[src/rtl/core/sitod_pkg.sv]
// Shared types and constants for the signed integer to decimal ASCII block.
// No dependencies; used by sitod_bcd and signed_int_to_decimal_ascii.

package sitod_pkg;

    // ASCII codes
    localparam logic [7:0] CHR_ZERO  = 8'h30;
    localparam logic [7:0] CHR_MINUS = 8'h2D;
    localparam logic [7:0] CHR_NINE  = 8'h39;

    // Double-dabble correction: a digit of five or more gets three added before the shift
    localparam logic [3:0] DIG_ADJ_MIN = 4'd5;
    localparam logic [3:0] DIG_ADJ     = 4'd3;

    // Sequencer states
    typedef enum logic [1:0] {
        ST_IDLE,
        ST_CONV,
        ST_SIGN,
        ST_EMIT
    } t_state;

    // Commands from the sequencer to the BCD converter
    typedef struct packed {
        logic load;        // start a new conversion
        logic next_digit;  // drop the top digit, bring the next one up
    } t_bcd_ctrl;

endpackage

[src/rtl/core/sitod_bcd.sv]
// Bit-serial binary to BCD converter (shift and add three), one magnitude bit per cycle.
// Depends on sitod_pkg for the command struct and correction constants.

module sitod_bcd #(
    parameter int VALUE_WIDTH = 32,
    parameter int NDIG        = 10
) (
    input  logic                  i_clk,
    input  logic                  i_rst_n,
    input  sitod_pkg::t_bcd_ctrl  i_ctrl,
    input  logic [VALUE_WIDTH-1:0] i_mag,
    output logic                  o_busy,
    output logic [3:0]            o_digit
);

    localparam int CW = $clog2(VALUE_WIDTH);
    localparam int BW = NDIG * 4;

    logic [VALUE_WIDTH-1:0] r_mag, n_mag;
    logic [BW-1:0]          r_bcd, n_bcd;
    logic [CW-1:0]          r_cnt, n_cnt;
    logic                   r_busy, n_busy;
    logic [BW-1:0]          adj;

    // Per-digit correction, each digit on its own
    always_comb begin
        for (int d = 0; d < NDIG; d++) begin
            if (r_bcd[d*4 +: 4] >= sitod_pkg::DIG_ADJ_MIN) begin
                adj[d*4 +: 4] = r_bcd[d*4 +: 4] + sitod_pkg::DIG_ADJ;
            end else begin
                adj[d*4 +: 4] = r_bcd[d*4 +: 4];
            end
        end
    end

    // Load, convert one bit, or step the digits out
    always_comb begin
        n_mag  = r_mag;
        n_bcd  = r_bcd;
        n_cnt  = r_cnt;
        n_busy = r_busy;
        priority if (i_ctrl.load) begin
            n_mag  = i_mag;
            n_bcd  = '0;
            n_cnt  = CW'(VALUE_WIDTH - 1);
            n_busy = 1'b1;
        end else if (r_busy) begin
            n_bcd = {adj[BW-2:0], r_mag[VALUE_WIDTH-1]};
            n_mag = {r_mag[VALUE_WIDTH-2:0], 1'b0};
            n_cnt = r_cnt - CW'(1);
            if (r_cnt == '0) begin
                n_busy = 1'b0;
            end
        end else if (i_ctrl.next_digit) begin
            n_bcd = {r_bcd[BW-5:0], 4'd0};
        end
    end

    always_ff @(posedge i_clk) begin
        if (!i_rst_n) begin
            r_busy <= 1'b0;
        end else begin
            r_busy <= n_busy;
        end
        r_mag <= n_mag;
        r_bcd <= n_bcd;
        r_cnt <= n_cnt;
    end

    assign o_busy  = r_busy;
    assign o_digit = r_bcd[BW-1 -: 4];

endmodule

[src/rtl/core/signed_int_to_decimal_ascii.sv]
// Top level: signed integer in, decimal ASCII characters out, one per request.
// Depends on sitod_pkg and sitod_bcd.
//
// Each accepted request carries a two's complement integer in the low VALUE_WIDTH bits
// of the input data; the block sends back its decimal text, most significant character
// first, with tlast on the final character. Negative numbers get a leading '-', zero
// gives a single '0' and the most negative value prints correctly. One number is handled
// at a time: the magnitude goes through a bit-serial shift-and-add-three converter, one
// bit per cycle, then the decimal positions are scanned one per cycle, leading zeros
// skipped; a shown digit waits while the output side stalls. NDIG is the number of
// decimal positions of VALUE_WIDTH bits. The last character sits in the output
// register while the next number is accepted.

module signed_int_to_decimal_ascii #(
    parameter int VALUE_WIDTH = 32,
    localparam int IN_RAW  = (VALUE_WIDTH > 32) ? VALUE_WIDTH : 32,
    localparam int IN_BITS = ((IN_RAW + 7) / 8) * 8
) (
    input  logic               i_clk,
    input  logic               i_rst_n,
    input  logic               i_s_axis_tvalid,
    output logic               o_s_axis_tready,
    input  logic [IN_BITS-1:0] i_s_axis_tdata,   // [VALUE_WIDTH-1:0] value, rest unused
    output logic               o_m_axis_tvalid,
    input  logic               i_m_axis_tready,
    output logic [7:0]         o_m_axis_tdata,   // [7:0] character
    output logic               o_m_axis_tlast    // last_char
);

    localparam int NDIG = ((VALUE_WIDTH * 1233) >> 12) + 1;
    localparam int DCW  = $clog2(NDIG + 1);

    sitod_pkg::t_state    r_state, n_state;
    logic                 r_neg, n_neg;
    logic [DCW-1:0]       r_dcnt, n_dcnt;
    logic                 r_seen, n_seen;
    logic                 r_out_valid, n_out_valid;
    logic [7:0]           r_out_char, n_out_char;
    logic                 r_out_last, n_out_last;

    sitod_pkg::t_bcd_ctrl bcd_ctrl;
    logic                 bcd_busy;
    logic [3:0]           bcd_digit;
    logic [VALUE_WIDTH-1:0] in_raw;
    logic [VALUE_WIDTH-1:0] in_mag;
    logic                 in_accept;
    logic                 out_free;
    logic                 dig_last;
    logic                 dig_show;

    // Magnitude of the incoming value, most negative taken as unsigned
    assign in_raw    = i_s_axis_tdata[VALUE_WIDTH-1:0];
    assign in_mag    = in_raw[VALUE_WIDTH-1] ? (~in_raw + VALUE_WIDTH'(1)) : in_raw;
    assign in_accept = i_s_axis_tvalid && o_s_axis_tready;
    assign out_free  = !r_out_valid || i_m_axis_tready;
    assign dig_last  = (r_dcnt == DCW'(1));
    assign dig_show  = r_seen || (bcd_digit != 4'd0) || dig_last;

    sitod_bcd #(
        .VALUE_WIDTH (VALUE_WIDTH),
        .NDIG        (NDIG)
    ) u_bcd (
        .i_clk   (i_clk),
        .i_rst_n (i_rst_n),
        .i_ctrl  (bcd_ctrl),
        .i_mag   (in_mag),
        .o_busy  (bcd_busy),
        .o_digit (bcd_digit)
    );

    // Sequencer: next state, converter commands and output register
    always_comb begin
        n_state     = r_state;
        n_neg       = r_neg;
        n_dcnt      = r_dcnt;
        n_seen      = r_seen;
        n_out_valid = r_out_valid;
        n_out_char  = r_out_char;
        n_out_last  = r_out_last;
        bcd_ctrl    = '0;
        if (r_out_valid && i_m_axis_tready) begin
            n_out_valid = 1'b0;
        end
        unique case (r_state)
            sitod_pkg::ST_IDLE: begin
                if (i_s_axis_tvalid) begin
                    bcd_ctrl.load = 1'b1;
                    n_neg         = in_raw[VALUE_WIDTH-1];
                    n_state       = sitod_pkg::ST_CONV;
                end
            end
            sitod_pkg::ST_CONV: begin
                if (!bcd_busy) begin
                    n_dcnt  = DCW'(NDIG);
                    n_seen  = 1'b0;
                    n_state = r_neg ? sitod_pkg::ST_SIGN : sitod_pkg::ST_EMIT;
                end
            end
            sitod_pkg::ST_SIGN: begin
                if (out_free) begin
                    n_out_valid = 1'b1;
                    n_out_char  = sitod_pkg::CHR_MINUS;
                    n_out_last  = 1'b0;
                    n_state     = sitod_pkg::ST_EMIT;
                end
            end
            sitod_pkg::ST_EMIT: begin
                if (!dig_show) begin
                    // leading zero: skip it
                    bcd_ctrl.next_digit = 1'b1;
                    n_dcnt              = r_dcnt - DCW'(1);
                end else if (out_free) begin
                    bcd_ctrl.next_digit = 1'b1;
                    n_dcnt              = r_dcnt - DCW'(1);
                    n_seen              = 1'b1;
                    n_out_valid         = 1'b1;
                    n_out_char          = sitod_pkg::CHR_ZERO + {4'd0, bcd_digit};
                    n_out_last          = dig_last;
                    if (dig_last) begin
                        n_state = sitod_pkg::ST_IDLE;
                    end
                end
            end
            default: n_state = sitod_pkg::ST_IDLE;
        endcase
    end

    always_ff @(posedge i_clk) begin
        if (!i_rst_n) begin
            r_state     <= sitod_pkg::ST_IDLE;
            r_out_valid <= 1'b0;
        end else begin
            r_state     <= n_state;
            r_out_valid <= n_out_valid;
        end
        r_neg      <= n_neg;
        r_dcnt     <= n_dcnt;
        r_seen     <= n_seen;
        r_out_char <= n_out_char;
        r_out_last <= n_out_last;
    end

    assign o_s_axis_tready = (r_state == sitod_pkg::ST_IDLE);
    assign o_m_axis_tvalid = r_out_valid;
    assign o_m_axis_tdata  = r_out_char;
    assign o_m_axis_tlast  = r_out_last;

    // An accepted request always starts the converter
    a_accept_starts: assert property (@(posedge i_clk) disable iff (!i_rst_n)
        in_accept |=> (r_state == sitod_pkg::ST_CONV) && bcd_busy)
        else $error("conversion did not start after request");

    // Only a minus sign or a decimal digit is ever presented
    a_char_legal: assert property (@(posedge i_clk) disable iff (!i_rst_n)
        o_m_axis_tvalid |-> (o_m_axis_tdata == sitod_pkg::CHR_MINUS) ||
            ((o_m_axis_tdata >= sitod_pkg::CHR_ZERO) &&
             (o_m_axis_tdata <= sitod_pkg::CHR_NINE)))
        else $error("illegal character on output");

    // The sign never ends the text
    a_minus_not_last: assert property (@(posedge i_clk) disable iff (!i_rst_n)
        (o_m_axis_tvalid && (o_m_axis_tdata == sitod_pkg::CHR_MINUS)) |-> !o_m_axis_tlast)
        else $error("minus sign flagged as last character");

    // Digit scan never runs past the last position
    a_scan_bounded: assert property (@(posedge i_clk) disable iff (!i_rst_n)
        (r_state == sitod_pkg::ST_EMIT) |-> (r_dcnt != '0))
        else $error("digit scan ran out of positions");

endmodule

[config.mk]
export PLATFORM = sky130hd
export DESIGN_NAME = signed_int_to_decimal_ascii
export DESIGN_NICKNAME = d
export VERILOG_FILES = /design/src/rtl/core/sitod_pkg.sv /design/src/rtl/core/sitod_bcd.sv /design/src/rtl/core/signed_int_to_decimal_ascii.sv
export SDC_FILE = /design/constraint.sdc
export NUM_CORES = 1
export LEC_CHECK = 0
export BUFFER_PORTS_ARGS = -buffer_cell sky130_fd_sc_hd__clkbuf_2
export CAP_MARGIN = 20
export CORE_AREA = 2 2 158 160
export CTS_CLUSTER_DIAMETER = 40
export DETAILED_ROUTE_END_ITERATION = 8
export DIE_AREA = 0 0 160 162
export PLACE_DENSITY_LB_ADDON = 0.1
export REMOVE_ABC_BUFFERS = 1
export SLEW_MARGIN = 20
export SYNTH_ARGS = -nofsm -noshare
export SYNTH_HDL_FRONTEND = slang
export SYNTH_HIERARCHICAL = 1
export SYNTH_SLANG_ARGS = --single-unit
[constraint.sdc]
create_clock -name i_clk -period 2.9 [get_ports i_clk]
set_clock_uncertainty 0.1 [all_clocks]
set_input_delay 0.29 -clock i_clk [delete_from_list [all_inputs] [get_ports i_clk]]
set_output_delay 0.29 -clock i_clk [all_outputs]
set_load 0.02 [all_outputs]
# Word level (Yosys, flattened, before mapping)

Cells that the tools add are included.

Add/subtract/negate cells: 14
Multiply operators: 0
Divide/modulo/power cells: 0
Order comparisons: 10
Eq/ne operators: 11
Shifts and indexed selects: 0
Mux-type cells: 51
Bitwise logic cells: 1
Reductions and logical operators: 17

Operators with widths:

| cell                                                                  | count |
|---|---|
| 32-bit two-way mux                                                    | 3 |
| 40-bit two-way mux                                                    | 2 |
| 4-bit two-way mux                                                     | 12 |
| 4-bit by 3-bit >= comparator with 1-bit output, second input constant | 10 |
| 4-bit by 2-bit adder with 4-bit output, second input constant         | 9 |
| 32-bit by 1-bit adder with 32-bit output, second input constant       | 1 |
| 32-bit inverter                                                       | 1 |
| 8-bit two-way mux                                                     | 3 |
| 1-bit two-way mux                                                     | 18 |
| 8-bit case mux with 2 select lines                                    | 1 |
| 2-bit two-way mux                                                     | 6 |
| 2-bit != test, second input constant                                  | 6 |
| 2-bit case mux with 4 select lines                                    | 1 |
| 4-bit case mux with 2 select lines                                    | 1 |
| 4-bit AND reduction                                                   | 2 |
| 2-bit nonzero test                                                    | 4 |
| 6-bit by 4-bit adder with 7-bit output, first input constant          | 1 |
| 1-bit case mux with 2 select lines                                    | 3 |
| 6-bit AND reduction                                                   | 1 |
| 5-bit logical NOT                                                     | 1 |
| 5-bit by 1-bit subtractor with 5-bit output, second input constant    | 1 |
| 2-bit equality test, second input constant                            | 2 |
| 4-bit by 1-bit equality test with 1-bit output, second input constant | 1 |
| 4-bit nonzero test                                                    | 1 |
| 11 further kinds                                                      | 13 |

Register bits: 96
Bits in latches: 0
RAM bits: 0
Bits in read-only memories: 0
Input port bits: 36
Output and inout bits: 11
Word-level logic and storage cells: 115
Memories kept: 0

# Logic depth before layout (Yosys ltp)

Gate-level depths: netlist of run 1.

Depth in word-level cells: 7
Gate-level depth with buffers: 11
Depth with buffers taken out: 9

# Hierarchy

Netlist of run 1, hierarchy kept.

Modules (own cells, without submodules):

| module                      | instances | cells each | area an instance (µm²) | sequential area each (µm²) |
|---|---|---|---|---|
| sitod_bcd                   | 1         | 416        | 4426.7                 | 1881.8 |
| signed_int_to_decimal_ascii | 1         | 169        | 1532.7                 | 420.4 |

# Least setup slack after synthesis of run 1

No wires, ideal clock.

Kind: register to register
Start point: reg r_state[0]
End point: reg u_bcd.r_mag[0], enable pin
Library setup time: 0.409 ns
Data arrival time: 2.248 ns
Required time: 2.391 ns
Path slack: 0.143 ns
Cell stages (with the launch flop): 7
Path buffers: 1
Clock period less this slack: 2.757 ns
Cells stage by stage: dfxtp_1 inv_1 ha_1 and2_1 nor2_2 inv_1 buf_1

RTL lines:

| item                   | line                               | text |
|---|---|---|
| start, declared        | signed_int_to_decimal_ascii.sv:33  | `sitod_pkg::t_state r_state, n_state;` |
| start signal, assigned | signed_int_to_decimal_ascii.sv:130 | `r_state <= sitod_pkg::ST_IDLE;` |
| start signal, assigned | signed_int_to_decimal_ascii.sv:133 | `r_state <= n_state;` |
| end signal, assigned   | sitod_bcd.sv:65                    | `r_mag <= n_mag;` |
| end, declared          | sitod_bcd.sv:19                    | `logic [VALUE_WIDTH-1:0] r_mag, n_mag;` |

==> results of run 1 <==
## metrics by stage
stage | hold WS (ns) | instance area [um^2] | util, % | setup slack [ns]
3_5_place_dp | 0.388 | 6450 | 26.8 | 0.347
3_3_place_gp | 0.386 | 6450 | 26.8 | 0.369
5_1_grt | 0.129 | 6800 | 28.2 | 0.174
2_1_floorplan | 0.289 | 5720 | - | -1.14
6_report | 0.122 | 6800 | 28.2 | 0.441
4_1_cts | 0.104 | 6800 | 28.2 | 0.371
## power by group through the flow
stage | clock, mW | combinational [mW] | sequential, mW
2_1_floorplan | 0 | 1.63 | 2.37
3_3_place_gp | 0 | 2.26 | 2.41
3_5_place_dp | 0 | 2.30 | 2.42
4_1_cts | 1.44 | 2.31 | 2.40
5_1_grt | 1.48 | 2.58 | 2.48
6_report | 1.38 | 2.27 | 2.39
## synth_stat cells, types with 20 or more instances
cell and count:
dfxtp_1 49, edfxtp_1 44, inv_1 33, nand2_1 33, xnor2_1 33, ha_1 30, a21oi_1 25, nand2b_1 23
nor2_1 23, o21ai_0 21, a211oi_1 20, mux2_2 20, nand4b_1 20
## routing by layer
| layer | global-route usage, % | up-vias | routed length, um |
|---|---|---|---|
| met5 | 0 | - | 0 |
| met4 | 4.18 | 0 | 239 |
| met3 | 2.58 | 17 | 374 |
| met2 | 18.2 | 50 | 6270 |
| met1 | 14.3 | 2100 | 6720 |
| li1 | - | 2220 | - |
## critical path: stages (launching register included)
cell,delay [ns]
dfxtp_1,0.37
or4_1,0.52
nor3_1,0.34
o21a_2,0.21
buf_12,0.27
mux2_1,0.35
nand2_1,0.07
o311ai_1,0.08
## logic make-up (layout without fill, tap and decap cells)
logic type	after synthesis	after routing	synth area share [%]
buffers and inverters	71	101	6.09
XOR/XNOR	35	35	5.14
AO/OA/AOI/OAI	133	133	16.0
flip-flops	93	93	38.6
multiplexers	49	49	8.99
adder cells (fa/ha/maj)	30	30	6.30
other	2	3	0.126
AND/OR/NAND/NOR	172	172	18.7
## worst paths after layout
| check | startpoint | end | cells past startpoint |
|---|---|---|---|
| min reg2reg | u_bcd/r_cnt[4] | u_bcd/r_cnt[4] | 2 |
| min | i_rst_n | r_state[0] | 2 |
| max reg2reg | u_bcd/r_bcd[36] | u_bcd/r_bcd[14] | 7 |
| max | u_bcd/r_bcd[36] | u_bcd/r_bcd[14] | 7 |
## final cells by class
| type | instances | area [um^2] | share of cell area [%] |
|---|---|---|---|
| well taps | 324 | 405 | 5.97 |
| clock buffers | 10 | 229 | 3.37 |
| flip-flops and latches | 93 | 2300 | 33.9 |
| inverters | 33 | 124 | 1.82 |
| repair buffers | 52 | 320 | 4.71 |
| multi-input cells | 422 | 3300 | 48.6 |
| clock inverters | 6 | 111 | 1.64 |
## state kept, by name, summed over array words and instances (netlist names)
name	cells
r_seen	1
o_m_axis_tlast	1
r_state	2
o_m_axis_tdata	5
r_dcnt	4
u_bcd/r_cnt	5
u_bcd/r_mag	32
u_bcd/r_bcd	40
r_neg	1
u_bcd/o_busy	1
o_m_axis_tvalid	1
==> flow_summary_export.csv, run 1 <==
group,metric,value,unit
clock_network,cts.sinks,93,
die,die_area,0.0259,mm^2
synthesis,syn_area,0.00596,mm^2
timing,fmax,407,MHz
setup_path,r2r_slack,0.44,ns
timing,maxSlewViolCount,0,
global_routing,grt_max_degree,57,
timing,finalCritPeriodShare,84.8,%
timing,worst_pin_slew,0.696,ns
global_routing,grt_pass1_wl,23400,um
power_and_ir_drop,power_frac_comb,37.5,%
detailed_routing,drt_iter0_markers,226,
power_and_ir_drop,p_leak,2.25,nW
global_routing,overflow,0,
final_layout,drive_above_1_share,18.3,%
place,hpwlAfterDp,9320,um
final_layout,fin_nets,677,
power_and_ir_drop,p_sw_share,36.2,%
detailed_routing,num_vias,4387,
detailed_routing,wl_per_cell,14.5,um
clock_network,cts_root_buffer,"clkbuf_16",
setup_path,cp_max_fo,53,
setup_path,cp-end-kind,"flip-flop",
global_routing,antenna_found_initial,0,
synthesis,synthCells,585,
timing,slew_headroom,53.6,%
clock_network,clockBufferDepth,2,
synthesis,avgSynthCellArea,10.2,um^2
timing,tns,0,ns
synthesis,yosysTopAreaCell,"edfxtp_1",
detailed_routing,first_pass_iters,4,
detailed_routing,vias_per_cell,4.67,
synthesis,synthFlopType,"dfxtp_1",
clock_network,clk_pin_slew,0.07,ns
clock_network,cts_hold_buf,0,
final_layout,n_antenna_cell,0,
synthesis,async_flop_share,0,%
synthesis,ys.warnings.count,6,
power_and_ir_drop,intPower,3.86,mW
timing,hold_viol_final,0,
final_layout,final_common_cell,"dfxtp_1",
timing,setup_viol,0,
clock_network,cts_resized,0,
power_and_ir_drop,vdd_drop_max,338,uV
global_routing,grt_use_total,11.1,%
power_and_ir_drop,cellPowerDensity,889,mW/mm^2
die,rows,57,
die,initial_utilization,24.7,%
clock_network,htreeDepth,3,
clock_network,insertion_delay,0.35,ns
clock_network,cts_setup_buffers,0,
power_and_ir_drop,total_power,6.04,mW
detailed_routing,drc,0,
synthesis,synth-seq-cells,93,
synthesis,synth_cell_types,63,
setup_path,critPathLaunchType,"flip-flop",
die,io_pins,47,
final_layout,mostFrequentLayoutCells,"dfxtp_1 (48), edfxtp_1 (44), clkbuf_2 (43)",
timing,grt_setup_unrepaired,"false",
timing,min_period,2.46,ns
setup_path,crit_type,"flip-flop to flip-flop",
synthesis,synth.yosys.seq_area_share,38.6,%
detailed_routing,wirelength,13600,um
place,port_buffers,43,
status,status,"completed",
detailed_routing,ant_nets,0,
power_and_ir_drop,p_sw,2.18,mW
synthesis,synth_top_area_share,22.2,%
final_layout,fillers,2556,
die,core-area,0.0241,mm^2
clock_network,cts_inserted_buffers,9,
final_layout,final_cells,940,
synthesis,synthTopCellsByArea,"edfxtp_1 (22%), dfxtp_1 (16%), ha_1 (6.3%)",
min_path,holdCritPathClass,"input pin to flip-flop",
place,placed_cells,924,
power_and_ir_drop,power.share.clock,22.9,%
setup_path,required,3.02,ns
run,drv_cap,0,
place,place_congestion,0.755,
clock_network,tritoncts,"built",
synthesis,synth-edff-count,44,
final_layout,synthToLayoutAreaGrowth,14.0,%
die,die_h,162,um
global_routing,grt_pass1_vias,4529,
setup_path,worstPathArrival,2.58,ns
power_and_ir_drop,power_frac_seq,39.6,%
die,die_w,160,um
(Power assumes the default switching activity.)
==> inputs of run 2 (changes only) <==
==> constraint.sdc (replaced) <==
create_clock -name i_clk -period 2 [get_ports i_clk]
set_clock_uncertainty 0.1 [all_clocks]
set_input_delay 0.2 -clock i_clk [delete_from_list [all_inputs] [get_ports i_clk]]
set_output_delay 0.2 -clock i_clk [all_outputs]
set_load 0.02 [all_outputs]
==> flow_summary_export.csv, run 2 (same netlist as run 1, synthesis figures left out) <==
group,metric,value,unit
power_and_ir_drop,cellPowerDensity,1210,mW/mm^2
setup_path,crit_path_cell_trace,"ha_4 > nor3b_4 > buf_6 > nor3_4 > o21a_4 > buf_12 > buf_12 > mux2_4 > nand2_2 > o311ai_2",
setup_path,critPathMostFrequentCell,"buf_12",
power_and_ir_drop,vdd_drop_max,498,uV
global_routing,overflow,0,
final_layout,final_common_cell,"buf_4",
clock_network,cts_inserted_buffers,9,
timing,grt_setup_unrepaired,"true",
final_layout,fin_nets,761,
clock_network,htreeDepth,3,
timing,finalCritPeriodShare,108,%
final_layout,largest_reg_flops,40,
die,io_pins,47,
min_path,hold_end,"u_bcd/r_mag[0]",
run,drv_cap,0,
die,die_area,0.0259,mm^2
clock_network,insertion_delay,0.36,ns
clock_network,clk_pin_slew,0.08,ns
place,port_buffers,43,
final_layout,fillers,2530,
setup_path,crit_type,"flip-flop to flip-flop",
global_routing,antenna_found_initial,0,
status,violations,"negative setup slack",
final_layout,n_antenna_cell,0,
setup_path,slowest_delay,0.44,ns
min_path,hold_start,"i_s_axis_tdata[0]",
setup_path,cp_num_buf_inv,3,
place,placed_area,0.00709,mm^2
die,core-area,0.0241,mm^2
setup_path,required,2.14,ns
global_routing,grt_max_degree,42,
setup_path,r2r-end,"u_bcd/r_bcd[10]",
die,initial_utilization,24.7,%
final_layout,mostFrequentLayoutCells,"buf_4 (69), dfxtp_1 (47), edfxtp_1 (44)",
detailed_routing,num_vias,4796,
die,die_h,162,um
final_layout,top_register,"u_bcd/r_bcd",
final_layout,final_area,0.00777,mm^2
clock_network,clockBufferDepth,2,
timing,fin_ws,-0.163,ns
global_routing,grt_pass1_wl,24700,um
timing,tns,-1.84,ns
detailed_routing,vias_per_cell,4.68,
detailed_routing,wl_per_cell,14.4,um
place,place_congestion,0.755,
die,die_w,160,um
setup_path,r2r_slack,-0.16,ns
final_layout,synthToLayoutAreaGrowth,30.4,%
die,rows,57,
status,status,"finished with violations",
setup_path,cp-end-kind,"flip-flop",
setup_path,worstPathArrival,2.30,ns
global_routing,grt_use_total,11.8,%
timing,maxSlewViolCount,0,
timing,hold_ws,0.0831,ns
final_layout,drive_above_1_share,35.1,%
detailed_routing,wirelength,14800,um
timing,setup_viol,32,
setup_path,cp_slowest_cell,"edfxtp_1",
timing,hold_viol_final,0,
power_and_ir_drop,total_power,9.44,mW
global_routing,grt_pass1_vias,4816,
power_and_ir_drop,p_leak,2.75,nW
setup_path,reg2regPathDepth,10,
setup_path,cp-startpoint,"r_dcnt[0]",
clock_network,cts_root_buffer,"clkbuf_16",
detailed_routing,drc,0,
setup_path,critPathLaunchType,"flip-flop",
setup_path,cp_max_fo,5,
detailed_routing,drt_iter0_markers,313,
final_layout,largestRegisters,"u_bcd/r_bcd x40, u_bcd/r_mag x32",
detailed_routing,ant_nets,0,
min_path,min_path_cells,2,
clock_network,cts.sinks,93,
setup_path,cp_top_family,"flip-flops",
min_path,holdCritPathClass,"input pin to flip-flop",
clock_network,tritoncts,"built",
setup_path,r2r_start,"r_dcnt[0]",
detailed_routing,first_pass_iters,4,
timing,min_period,2.16,ns
place,hpwlAfterDp,10400,um
timing,fmax,462,MHz
-- run 2: cell count changes in the layout (fill, tap and decap cells not counted), moves of 9 or more --
cell      delta
a211oi_1    -10
a211oi_2    +10
buf_12       +9
buf_4       +63
buf_6       +11
-- run 2: worst max-delay path by stage --
stage / depth (start not counted) / slack [ns] / to
finish: 10 / -0.16 / u_bcd/r_bcd[10]
floorplan: 5 / -2.04 / u_bcd/r_mag[0]
global route: 10 / -0.28 / u_bcd/r_bcd[10]
CTS: 11 / -0.20 / u_bcd/r_bcd[6]
global placement: 7 / -0.29 / u_bcd/r_mag[27]
detailed placement: 7 / -0.30 / u_bcd/r_mag[30]
-- run 2: layout make-up --
class                      instances  area, um^2  share of cell area [%]
multi-input combinational        422        3530                    45.4
inverter                          33         124                    1.59
tap                              324         405                    5.22
sequential                        93        2300                    29.7
timing repair buffer             136        1110                    14.3
clock inverter                     7        76.3                   0.982
clock buffer                       9         225                    2.90
-- run 2: metal layers --
metal | global-route usage [%] | part of all wire, % | vias up
met4 | 4.14 | 1.8 | 0
met5 | 0 | 0 | -
met1 | 15.7 | 49 | 2322
li1 | - | - | 2397
met3 | 2.12 | 2.7 | 16
met2 | 19.1 | 46 | 61
-- run 2: worst reg2reg max path: stages (launching register included) --
cell	delay (ns)
edfxtp_1	0.44
ha_4	0.18
nor3b_4	0.14
buf_6	0.12
nor3_4	0.18
o21a_4	0.20
buf_12	0.14
buf_12	0.10
mux2_4	0.29
nand2_2	0.06
o311ai_2	0.08
-- run 2: report_power, final --
part | switching [mW] | total (mW) | internal (mW)
Clock | 0.916 | 1.81 | 0.895
Sequential | 0.567 | 3.48 | 2.91
Combinational | 2.12 | 4.15 | 2.03
Total | 3.60 | 9.44 | 5.84
-- run 2: what timing repair did --
item	in CTS	in global routing
pin swaps	32	21
gates cloned	2	0
hold buffers	1	0
gates resized for setup	37	37
setup endpoints to repair	43	87
hold endpoints to repair	2	0
setup buffers	8	2
-- run 2: per-stage QoR --
| stage | worst slack (ns) | std cells | utilization (%) |
|---|---|---|---|
| 2_1_floorplan | -2.04 | 548 | - |
| 3_3_place_gp | -0.289 | 999 | 29.4 |
| 3_5_place_dp | -0.298 | 999 | 29.4 |
| 4_1_cts | -0.198 | 1024 | 31.8 |
| 5_1_grt | -0.276 | 1024 | 32.2 |
| 6_report | -0.163 | 1024 | 32.2 |
